--- src/design/fkvc_pkg.sv ---
`timescale 1ns / 1ps
// ----------------------------------------------------------------------------
// fkvc_pkg
// Shared constants and types of the FIFO-replacement key/value cache.
// ----------------------------------------------------------------------------
package fkvc_pkg;

  localparam int Capacity = 16;
  localparam int SlotW    = (Capacity > 1) ? $clog2(Capacity) : 1;
  localparam int CountW   = $clog2(Capacity + 1);
  localparam int DataW    = 32;

  localparam logic OpGet = 1'b0;
  localparam logic OpSet = 1'b1;

  typedef logic [SlotW-1:0]  slot_t;
  typedef logic [CountW-1:0] count_t;
  typedef logic [DataW-1:0]  word_t;

  // live window of the slot ring
  typedef struct packed {
    slot_t  oldest;
    count_t fill;
  } fkvc_ptr_t;

  // outcome of the associative key search
  typedef struct packed {
    logic  hit;
    slot_t slot;
  } fkvc_match_t;

endpackage

--- src/design/fkvc_if.sv ---
`timescale 1ns / 1ps
// ----------------------------------------------------------------------------
// fkvc request / response channels
// Valid/ready channels carrying cache requests and their results.
// ----------------------------------------------------------------------------
interface fkvc_req_if;
  logic               valid;
  logic               ready;
  logic               op;
  logic signed [31:0] key;
  logic signed [31:0] value;

  modport source (output valid, output op, output key, output value, input ready);
  modport sink   (input valid, input op, input key, input value, output ready);
endinterface

interface fkvc_rsp_if;
  logic               valid;
  logic               ready;
  logic               hit;
  logic signed [31:0] read_value;

  modport source (output valid, output hit, output read_value, input ready);
  modport sink   (input valid, input hit, input read_value, output ready);
endinterface

--- src/design/fifo_replacement_kv_cache_unit.sv ---
`timescale 1ns / 1ps
// ----------------------------------------------------------------------------
// fifo_replacement_kv_cache_unit
// Fully associative key/value cache with first-in-first-out replacement.
// A get returns the stored value with hit set, or -1 with hit clear. A set
// updates a present key in place, otherwise appends, evicting the oldest
// entry when all Capacity slots are in use; a set always returns -1 and
// hit tells whether the key was present. Keys sit in registers and are
// compared in parallel in the accept cycle; values live in a synchronous
// RAM. In the accept cycle the search, the key/value writes and the value
// read are done; the registered RAM read then waits as a pending beat until
// the output register is free and the beat moves into it.
// A new request is taken once the previous one has moved to the output
// register, even while that result is still waiting to be taken.
// ----------------------------------------------------------------------------
module fifo_replacement_kv_cache_unit (
  input logic         clk_i,
  input logic         rst_ni,
  fkvc_req_if.sink    req_i,
  fkvc_rsp_if.source  rsp_o
);
  import fkvc_pkg::*;

  localparam word_t MissValue = '1;

  slot_t       oldest_q, oldest_d;
  count_t      fill_q, fill_d;
  logic        pend_q, pend_d;
  logic        pend_hit_q;
  logic        pend_get_q;
  logic        out_valid_q, out_valid_d;
  logic        out_hit_q;
  word_t       out_value_q;

  fkvc_ptr_t   ptr;
  fkvc_match_t match;
  logic        accept;
  logic        is_set;
  logic        full;
  logic [CountW:0] append_sum;
  slot_t       append_slot;
  slot_t       new_slot;
  slot_t       oldest_next;
  logic        insert;
  logic        mem_we;
  slot_t       mem_waddr;
  logic        mem_re;
  word_t       mem_rdata;
  logic        drain;

  assign ptr.oldest = oldest_q;
  assign ptr.fill   = fill_q;

  assign req_i.ready = !pend_q;
  assign accept      = req_i.valid && req_i.ready;
  assign is_set      = (req_i.op == OpSet);
  assign full        = (fill_q == CountW'(Capacity));

  // ring position after the youngest entry
  always_comb begin
    append_sum = (CountW+1)'(oldest_q) + (CountW+1)'(fill_q);
    if (append_sum >= (CountW+1)'(Capacity)) begin
      append_sum = append_sum - (CountW+1)'(Capacity);
    end
    append_slot = SlotW'(append_sum);
    oldest_next = (oldest_q == SlotW'(Capacity - 1)) ? '0 : oldest_q + SlotW'(1);
  end

  assign new_slot  = full ? oldest_q : append_slot;
  assign insert    = accept && is_set && !match.hit;
  assign mem_we    = accept && is_set;
  assign mem_waddr = match.hit ? match.slot : new_slot;
  assign mem_re    = accept && !is_set && match.hit;

  fkvc_tags u_tags (
    .clk_i   (clk_i),
    .rst_ni  (rst_ni),
    .ptr_i   (ptr),
    .key_i   (word_t'(req_i.key)),
    .we_i    (insert),
    .wslot_i (new_slot),
    .wkey_i  (word_t'(req_i.key)),
    .match_o (match)
  );

  fkvc_ram #(
    .Width (DataW),
    .Depth (Capacity)
  ) u_values (
    .clk_i   (clk_i),
    .we_i    (mem_we),
    .waddr_i (mem_waddr),
    .wdata_i (word_t'(req_i.value)),
    .re_i    (mem_re),
    .raddr_i (match.slot),
    .rdata_o (mem_rdata)
  );

  // pending beat moves on once the output register is free
  assign drain = pend_q && (!out_valid_q || rsp_o.ready);

  always_comb begin
    fill_d      = fill_q;
    oldest_d    = oldest_q;
    pend_d      = pend_q;
    out_valid_d = out_valid_q;
    if (insert && !full) begin
      fill_d = fill_q + CountW'(1);
    end
    if (insert && full) begin
      oldest_d = oldest_next;
    end
    if (out_valid_q && rsp_o.ready) begin
      out_valid_d = 1'b0;
    end
    if (drain) begin
      pend_d      = 1'b0;
      out_valid_d = 1'b1;
    end
    if (accept) begin
      pend_d = 1'b1;
    end
  end

  always_ff @(posedge clk_i or negedge rst_ni) begin
    if (!rst_ni) begin
      fill_q      <= '0;
      oldest_q    <= '0;
      pend_q      <= 1'b0;
      out_valid_q <= 1'b0;
    end else begin
      fill_q      <= fill_d;
      oldest_q    <= oldest_d;
      pend_q      <= pend_d;
      out_valid_q <= out_valid_d;
    end
  end

  always_ff @(posedge clk_i) begin
    if (accept) begin
      pend_hit_q <= match.hit;
      pend_get_q <= !is_set;
    end
    if (drain) begin
      out_hit_q   <= pend_hit_q;
      out_value_q <= (pend_get_q && pend_hit_q) ? mem_rdata : MissValue;
    end
  end

  assign rsp_o.valid      = out_valid_q;
  assign rsp_o.hit        = out_hit_q;
  assign rsp_o.read_value = out_value_q;

  a_fill_bound: assert property (@(posedge clk_i) disable iff (!rst_ni)
    fill_q <= CountW'(Capacity))
    else $error("fill count above capacity");

  a_update_keeps_order: assert property (@(posedge clk_i) disable iff (!rst_ni)
    (accept && is_set && match.hit) |=> ($stable(fill_q) && $stable(oldest_q)))
    else $error("update of a present key moved the ring");

  a_evict_only_full: assert property (@(posedge clk_i) disable iff (!rst_ni)
    (oldest_q != $past(oldest_q)) |-> ($past(fill_q) == CountW'(Capacity)))
    else $error("oldest slot advanced while not full");

  a_accept_pends: assert property (@(posedge clk_i) disable iff (!rst_ni)
    accept |=> pend_q)
    else $error("accepted request not pending");

endmodule

--- src/design/fkvc_ram.sv ---
`timescale 1ns / 1ps
// ----------------------------------------------------------------------------
// fkvc_ram
// Simple dual-port synchronous RAM, one write and one registered read port.
// ----------------------------------------------------------------------------
module fkvc_ram #(
  parameter int Width = 32,
  parameter int Depth = 16
) (
  input  logic                                      clk_i,
  input  logic                                      we_i,
  input  logic [((Depth > 1) ? $clog2(Depth) : 1)-1:0] waddr_i,
  input  logic [Width-1:0]                          wdata_i,
  input  logic                                      re_i,
  input  logic [((Depth > 1) ? $clog2(Depth) : 1)-1:0] raddr_i,
  output logic [Width-1:0]                          rdata_o
);

  logic [Width-1:0] mem [Depth];
  logic [Width-1:0] rdata_q;

  always_ff @(posedge clk_i) begin
    if (we_i) begin
      mem[waddr_i] <= wdata_i;
    end
  end

  always_ff @(posedge clk_i) begin
    if (re_i) begin
      rdata_q <= mem[raddr_i];
    end
  end

  assign rdata_o = rdata_q;

endmodule

--- src/design/fkvc_tags.sv ---
`timescale 1ns / 1ps
// ----------------------------------------------------------------------------
// fkvc_tags
// Key registers with a parallel compare against the live window of the ring.
// ----------------------------------------------------------------------------
module fkvc_tags (
  input  logic                 clk_i,
  input  logic                 rst_ni,
  input  fkvc_pkg::fkvc_ptr_t  ptr_i,
  input  fkvc_pkg::word_t      key_i,
  input  logic                 we_i,
  input  fkvc_pkg::slot_t      wslot_i,
  input  fkvc_pkg::word_t      wkey_i,
  output fkvc_pkg::fkvc_match_t match_o
);
  import fkvc_pkg::*;

  word_t               keys_q [Capacity];
  logic [Capacity-1:0] live;
  logic [Capacity-1:0] match_vec;
  slot_t               hit_slot;

  always_ff @(posedge clk_i) begin
    if (we_i) begin
      keys_q[wslot_i] <= wkey_i;
    end
  end

  // slot s is live when its distance from the oldest slot is below the fill
  always_comb begin
    for (int s = 0; s < Capacity; s++) begin
      logic [CountW:0] ring_ofs;
      if (SlotW'(s) >= ptr_i.oldest) begin
        ring_ofs = (CountW+1)'(s) - (CountW+1)'(ptr_i.oldest);
      end else begin
        ring_ofs = (CountW+1)'(s + Capacity) - (CountW+1)'(ptr_i.oldest);
      end
      live[s]      = ring_ofs < (CountW+1)'(ptr_i.fill);
      match_vec[s] = live[s] && (keys_q[s] == key_i);
    end
  end

  // live keys are unique, so the match vector is one-hot or empty
  always_comb begin
    hit_slot = '0;
    for (int s = 0; s < Capacity; s++) begin
      if (match_vec[s]) begin
        hit_slot = hit_slot | SlotW'(s);
      end
    end
  end

  assign match_o.hit  = |match_vec;
  assign match_o.slot = hit_slot;

  a_unique_match: assert property (@(posedge clk_i) disable iff (!rst_ni)
    $onehot0(match_vec))
    else $error("key matches more than one live slot");

endmodule
--- src/flat_wrapper.sv ---
// flat-port wrapper written by rule: the top's interface ports become plain ports
module fifo_replacement_kv_cache_unit_flat import fkvc_pkg::*;
  (clk_i, rst_ni, req_i_valid, req_i_op, req_i_key, req_i_value, req_i_ready, rsp_o_valid, rsp_o_hit, rsp_o_read_value, rsp_o_ready);
  fkvc_req_if req_i_i ();
  fkvc_rsp_if rsp_o_i ();
  input logic clk_i;
  input logic rst_ni;
  input wire logic [$bits(req_i_i.valid)-1:0] req_i_valid;
  input wire logic [$bits(req_i_i.op)-1:0] req_i_op;
  input wire logic [$bits(req_i_i.key)-1:0] req_i_key;
  input wire logic [$bits(req_i_i.value)-1:0] req_i_value;
  output wire logic [$bits(req_i_i.ready)-1:0] req_i_ready;
  output wire logic [$bits(rsp_o_i.valid)-1:0] rsp_o_valid;
  output wire logic [$bits(rsp_o_i.hit)-1:0] rsp_o_hit;
  output wire logic [$bits(rsp_o_i.read_value)-1:0] rsp_o_read_value;
  input wire logic [$bits(rsp_o_i.ready)-1:0] rsp_o_ready;
  assign req_i_i.valid = req_i_valid;
  assign req_i_i.op = req_i_op;
  assign req_i_i.key = req_i_key;
  assign req_i_i.value = req_i_value;
  assign req_i_ready = req_i_i.ready;
  assign rsp_o_valid = rsp_o_i.valid;
  assign rsp_o_hit = rsp_o_i.hit;
  assign rsp_o_read_value = rsp_o_i.read_value;
  assign rsp_o_i.ready = rsp_o_ready;
  fifo_replacement_kv_cache_unit u_core (.clk_i(clk_i), .rst_ni(rst_ni), .req_i(req_i_i), .rsp_o(rsp_o_i));
endmodule
--- config.mk ---
export PLATFORM = sky130hd
export DESIGN_NAME = fifo_replacement_kv_cache_unit_flat
export DESIGN_NICKNAME = d
export VERILOG_FILES = /design/src/design/fkvc_pkg.sv /design/src/design/fkvc_if.sv /design/src/design/fifo_replacement_kv_cache_unit.sv /design/src/design/fkvc_ram.sv /design/src/design/fkvc_tags.sv /design/src/flat_wrapper.sv
export SDC_FILE = /design/constraint.sdc
export NUM_CORES = 2
export LEC_CHECK = 0
export BUFFER_PORTS_ARGS = -buffer_cell sky130_fd_sc_hd__buf_2
export CAP_MARGIN = 20
export CORE_MARGIN = 3
export CORE_UTILIZATION = 50
export CTS_CLUSTER_SIZE = 24
export DETAILED_ROUTE_END_ITERATION = 7
export PLACE_DENSITY = 0.66
export SETUP_SLACK_MARGIN = 0.15
export SLEW_MARGIN = 20
export SYNTH_ARGS = -nofsm -noshare
export SYNTH_HDL_FRONTEND = slang
export SYNTH_SLANG_ARGS = --single-unit
--- constraint.sdc ---
create_clock -name clk_i -period 19.2 [get_ports clk_i]
set_input_delay 2.88 -clock clk_i [delete_from_list [all_inputs] [get_ports clk_i]]
set_output_delay 2.88 -clock clk_i [all_outputs]
set_load 0.01 [all_outputs]
==> results list <==
- List of cells traversed by the critical path: buf_2 > xor2_1 > nor4_1 > nand4_1 > nor4_1 > nand3_1 > and3_1 > nand2_4 > buf_4 > mux2i_1 > o22ai_1 > or4_1
- Post-synthesis average cell area: 16.3 um2
- Switching Fraction: 0.254
- HPWL reported at the end of detailed placement: 63400 um
- Detail-routed net length per standard cell: 25.4 um
* Clock slew at the register clock pins of the worst setup and hold paths: 0.06 ns
* Number of iterations in the first detailed-routing pass: 6
- The cell sitting at the root of the clock tree is a sky130_fd_sc_hd__clkbuf_16.
- Largest voltage drop on the vdd net: 0.0883 mV
- Maximum number of pins on one net before global-route repair: 65
- Layout fillers: 7251
- H-tree depth reported by CTS: 3
- Setup skew after layout: 0.0423 ns
* Initial core utilization: 0.506
* Placed insts: 4134
- The area growth from synthesis to layout is 11.6%.
* WP buf/inv: 2
- The worst hold path belongs to the class register to register.
- The number of hold-slack violations in the final timing report was 0.
- For the worst setup path, the data arrival time is 8.84 ns.
- Counting stages on the worst path, the most repeated cell is sky130_fd_sc_hd__nor4_1.
- Fraction of layout instances using a drive strength above 1: 0.134
- In the final timing run, aggregate negative setup slack is 0 ns.
- Die Outline Area: 0.0967 mm2
- Of the available clock period, the critical path in the final layout requires 0.438.
- Across the run, the number of max-cap violations was 0.
- RD Place Congestion: 0.883
- The via count of the first global-routing pass is 25400.
- Count of vias placed by the detailed router: 25100
- Using the TritonRoute via totals, the vias-per-cell ratio works out to 5.77.
- Crit path launch: req_i_key[1]
- In this run the worst path has a maximum fanout of 64.
- For this design the top-level I/O count stands at 104.
* CORE AREA: 0.0919 mm2
* Worst Path Class, Setup: primary input to register
- STA classifies the critical path endpoint as a register.
- The share of total power dissipated in combinational logic is 0.128.
* Number of antenna-violating nets in the routed design: 0
* Slew Limit Fails: 0
- Clock network power share: 0.367
- Warning count from the yosys run: 0
* Util after Layout: 0.564
* Number of I/O port buffers: 103
* Die Width: 311 um
* Number of hold buffers added after cts: 0
- In this run the tightest slew margin relative to its limit is 0.241.
- Switching power summed over all nets: 1450 uW
- PwrDens: 110 mW/mm2
* Cell area after synthesis: 0.0465 mm2
- CTS Buf Count: 110
* Number of cells upsized or downsized after cts: 0
- CTS tree: yes
* Maximum clock path buffer count: 3
- In this run, synthesis inferred 1091 flip-flops with an integrated enable.
- For this run, the total global-route usage over all layers was measured as 0.225.
- The clock reaches the later pin of the worst-skew pair after 0.71 ns.
- Wires add up to 110000 um.
* Slowest-stage cell, CP: sky130_fd_sc_hd__buf_4
- Measured along the y axis, the die boundary spans 311 um.
- Top_reg_cell synth: sky130_fd_sc_hd__edfxtp_1
- Grouping stages by cell kind, the critical path spends the most delay in simple AND/OR/NAND/NOR gates.
* Detailed Route Iter0 Violations: 2537
- Final Net Count: 3159
* Non-filler cells, final: 4340
- For the pin with the worst max-slew slack, the measured transition is 1.14 ns.
* Synth Register Bits: 1102
- Unrepaired setup endpoints after global routing: no
* Leakage power: 0.0176 uW
- The number of antenna violations at the first check in global routing was 5.
- Launch instance of the worst register-to-register path: u_core.oldest_q[3]
* GR Overflow Total: 0
* Worst Hold Launch: u_core.u_values.rdata_o[30]
* Global-route wire length before repair: 164000 um
- Critical path required time: 19.62 ns
- For this design, the sink count on the clock tree is 1102.
* Register area share after synthesis: 0.710
* Number of setup violations in the final report: 0
- Run status: finished clean
* Number of cell rows: 111
- Number of different library cells in the post-synthesis netlist: 68
- Proportion of power drawn by flip-flops and latches: 0.505
* Detailed-route DRC error count: 0
- # Post-CTS Setup Buffers: 0
* Tmin final: 8.42 ns
- On the worst path, the slowest cell contributes a delay of 0.94 ns.
- STA classifies the critical path startpoint as a primary input.
- Derived from the worst setup path, the maximum achievable clock frequency is 0.119 GHz.
- Cell internal power was estimated by the tool at 4260 uW.
- Share of synthesized registers carrying an async set or reset: 0.00998
- Synthesis produced 2855 cells.
==> Yosys cell counts (9+ instances only) <==
cell                        count  area [um2]
sky130_fd_sc_hd__xnor2_1      243        2130
sky130_fd_sc_hd__dfrtp_1       11         275
sky130_fd_sc_hd__nand4_1       71         444
sky130_fd_sc_hd__a21oi_1       11        55.1
sky130_fd_sc_hd__nor3_1        20         100
sky130_fd_sc_hd__buf_2         53         265
sky130_fd_sc_hd__o21a_1         9        67.6
sky130_fd_sc_hd__edfxtp_1    1091       32800
sky130_fd_sc_hd__buf_6         46         518
sky130_fd_sc_hd__nor2_1        35         131
sky130_fd_sc_hd__o22ai_1       90         563
sky130_fd_sc_hd__a2111oi_0     31         272
sky130_fd_sc_hd__or4_1         24         180
sky130_fd_sc_hd__nand2_1       43         161
sky130_fd_sc_hd__or2_2         33         206
sky130_fd_sc_hd__inv_1         50         188
sky130_fd_sc_hd__nor2b_1       11        68.8
sky130_fd_sc_hd__a211oi_1      14         105
sky130_fd_sc_hd__clkbuf_1      38         143
sky130_fd_sc_hd__ha_1          85        1060
sky130_fd_sc_hd__and3_1        21         131
sky130_fd_sc_hd__o21ai_0       71         355
sky130_fd_sc_hd__mux2_2         9         101
sky130_fd_sc_hd__nand3_1       78         390
sky130_fd_sc_hd__nor4_1        83         519
sky130_fd_sc_hd__mux2i_1      198        1980
sky130_fd_sc_hd__xor2_1       274        2400
==> state kept, by name (all words and copies together), names as in the netlist <==
name / cells
u_core.fill_q: 5
u_core.pend_get_q: 1
u_core.pend_hit_q: 1
u_core.rsp_o.valid: 1
u_core.rsp_o.hit: 1
u_core.pend_q: 1
u_core.u_tags.keys_q: 512
u_core.rsp_o.read_value: 32
u_core.u_values.mem: 512
u_core.u_values.rdata_o: 32
u_core.oldest_q: 4
==> path summary, 6_finish.rpt <==
kind | endpoint | slack [ns] | cells past startpoint
setup / recovery | u_core.u_values.rdata_o[0] | 10.78 | 12
setup reg to reg | u_core.u_values.rdata_o[0] | 11.60 | 16
hold / removal | u_core.rsp_o.read_value[30] | 0.50 | 1
max in group asynchronous | u_core.pend_q | 16.89 | 1
min in group asynchronous | u_core.oldest_q[0] | 2.07 | 1
hold reg to reg | u_core.rsp_o.read_value[30] | 0.50 | 1
==> cell type report <==
cell class,instances,area [um2],area share
sequential,1102,33000,0.637
clock buffer,139,2880,0.0555
tap,1243,1560,0.0300
multi-input combinational,1554,12400,0.240
timing repair buffer,182,1110,0.0214
antenna,3,7.51,0.000145
inverter,53,199,0.00383
clock inverter,64,664,0.0128
==> stage by stage <==
stage | setup slack (ns) | hold slack [ns] | area, um2 | total power (uW)
2_1_floorplan | 11.37 | 0.426 | 46500 | 3370
3_3_place_gp | 10.36 | 0.486 | 48300 | 3630
3_5_place_dp | 10.16 | 0.491 | 48300 | 3660
4_1_cts | 10.87 | 0.506 | 51900 | 5740
5_1_grt | 10.54 | 0.516 | 51900 | 5930
6_report | 10.78 | 0.502 | 51900 | 5710
==> cell families after synthesis <==
kind of cell,count (synthesis),synth area share
AOI/OAI and AO/OA,291,0.0427
and+or+nand+nor,448,0.0554
adders and majority gates,87,0.0237
buffers and inverters,201,0.0254
xor gates and xnor gates,517,0.0974
muxes,207,0.0448
DFF,1102,0.710
other,2,0.000162
==> per-layer routing <==
metal / share of wire / GRT usage / vias up / routed length (um)
met5: 0.00010 / 0 / - / 11
met4: 0.022 / 0.0572 / 2 / 2380
met3: 0.057 / 0.0320 / 161 / 6260
met2: 0.49 / 0.378 / 831 / 54000
met1: 0.43 / 0.313 / 12900 / 47700
li1: - / - / 11200 / -
==> cell usage in the layout, fill, tap and decap left out, types with 7 or more instances in the layout <==
master / instances
sky130_fd_sc_hd__or4_1: 24
sky130_fd_sc_hd__ha_1: 85
sky130_fd_sc_hd__xnor2_1: 243
sky130_fd_sc_hd__a2111oi_0: 31
sky130_fd_sc_hd__nand2_1: 42
sky130_fd_sc_hd__nor2_1: 11
sky130_fd_sc_hd__nand4_1: 71
sky130_fd_sc_hd__nor2_4: 13
sky130_fd_sc_hd__o22ai_1: 90
sky130_fd_sc_hd__o21ai_0: 71
sky130_fd_sc_hd__xor2_1: 274
sky130_fd_sc_hd__inv_1: 50
sky130_fd_sc_hd__nor3_1: 16
sky130_fd_sc_hd__nor2b_1: 9
sky130_fd_sc_hd__a211oi_1: 14
sky130_fd_sc_hd__nor4_1: 83
sky130_fd_sc_hd__a21oi_1: 11
sky130_fd_sc_hd__clkinv_1: 34
sky130_fd_sc_hd__a21bo_1: 7
sky130_fd_sc_hd__nor2_2: 14
sky130_fd_sc_hd__or2_2: 33
sky130_fd_sc_hd__mux2i_1: 198
sky130_fd_sc_hd__a221oi_1: 7
sky130_fd_sc_hd__clkinv_2: 11
sky130_fd_sc_hd__dfrtp_1: 11
sky130_fd_sc_hd__edfxtp_1: 1091
sky130_fd_sc_hd__o21a_1: 9
sky130_fd_sc_hd__buf_4: 79
sky130_fd_sc_hd__a31oi_1: 7
sky130_fd_sc_hd__nand3_1: 78
sky130_fd_sc_hd__and3_1: 20
sky130_fd_sc_hd__buf_2: 103
sky130_fd_sc_hd__mux2_2: 9
sky130_fd_sc_hd__bufinv_16: 10
sky130_fd_sc_hd__clkbuf_16: 111
sky130_fd_sc_hd__clkbuf_1: 28
==> power by group through the flow <==
stage               Sequential (uW)  Combinational [uW]  Clock, uW
CTS                            2880                 729       2130
detailed placement             2930                 725          0
global placement               2920                 706          0
floorplan                      2920                 444          0
global route                   2890                 802       2230
finish                         2880                 728       2100
No activity file was read; power rests on OpenSTA's default activity.
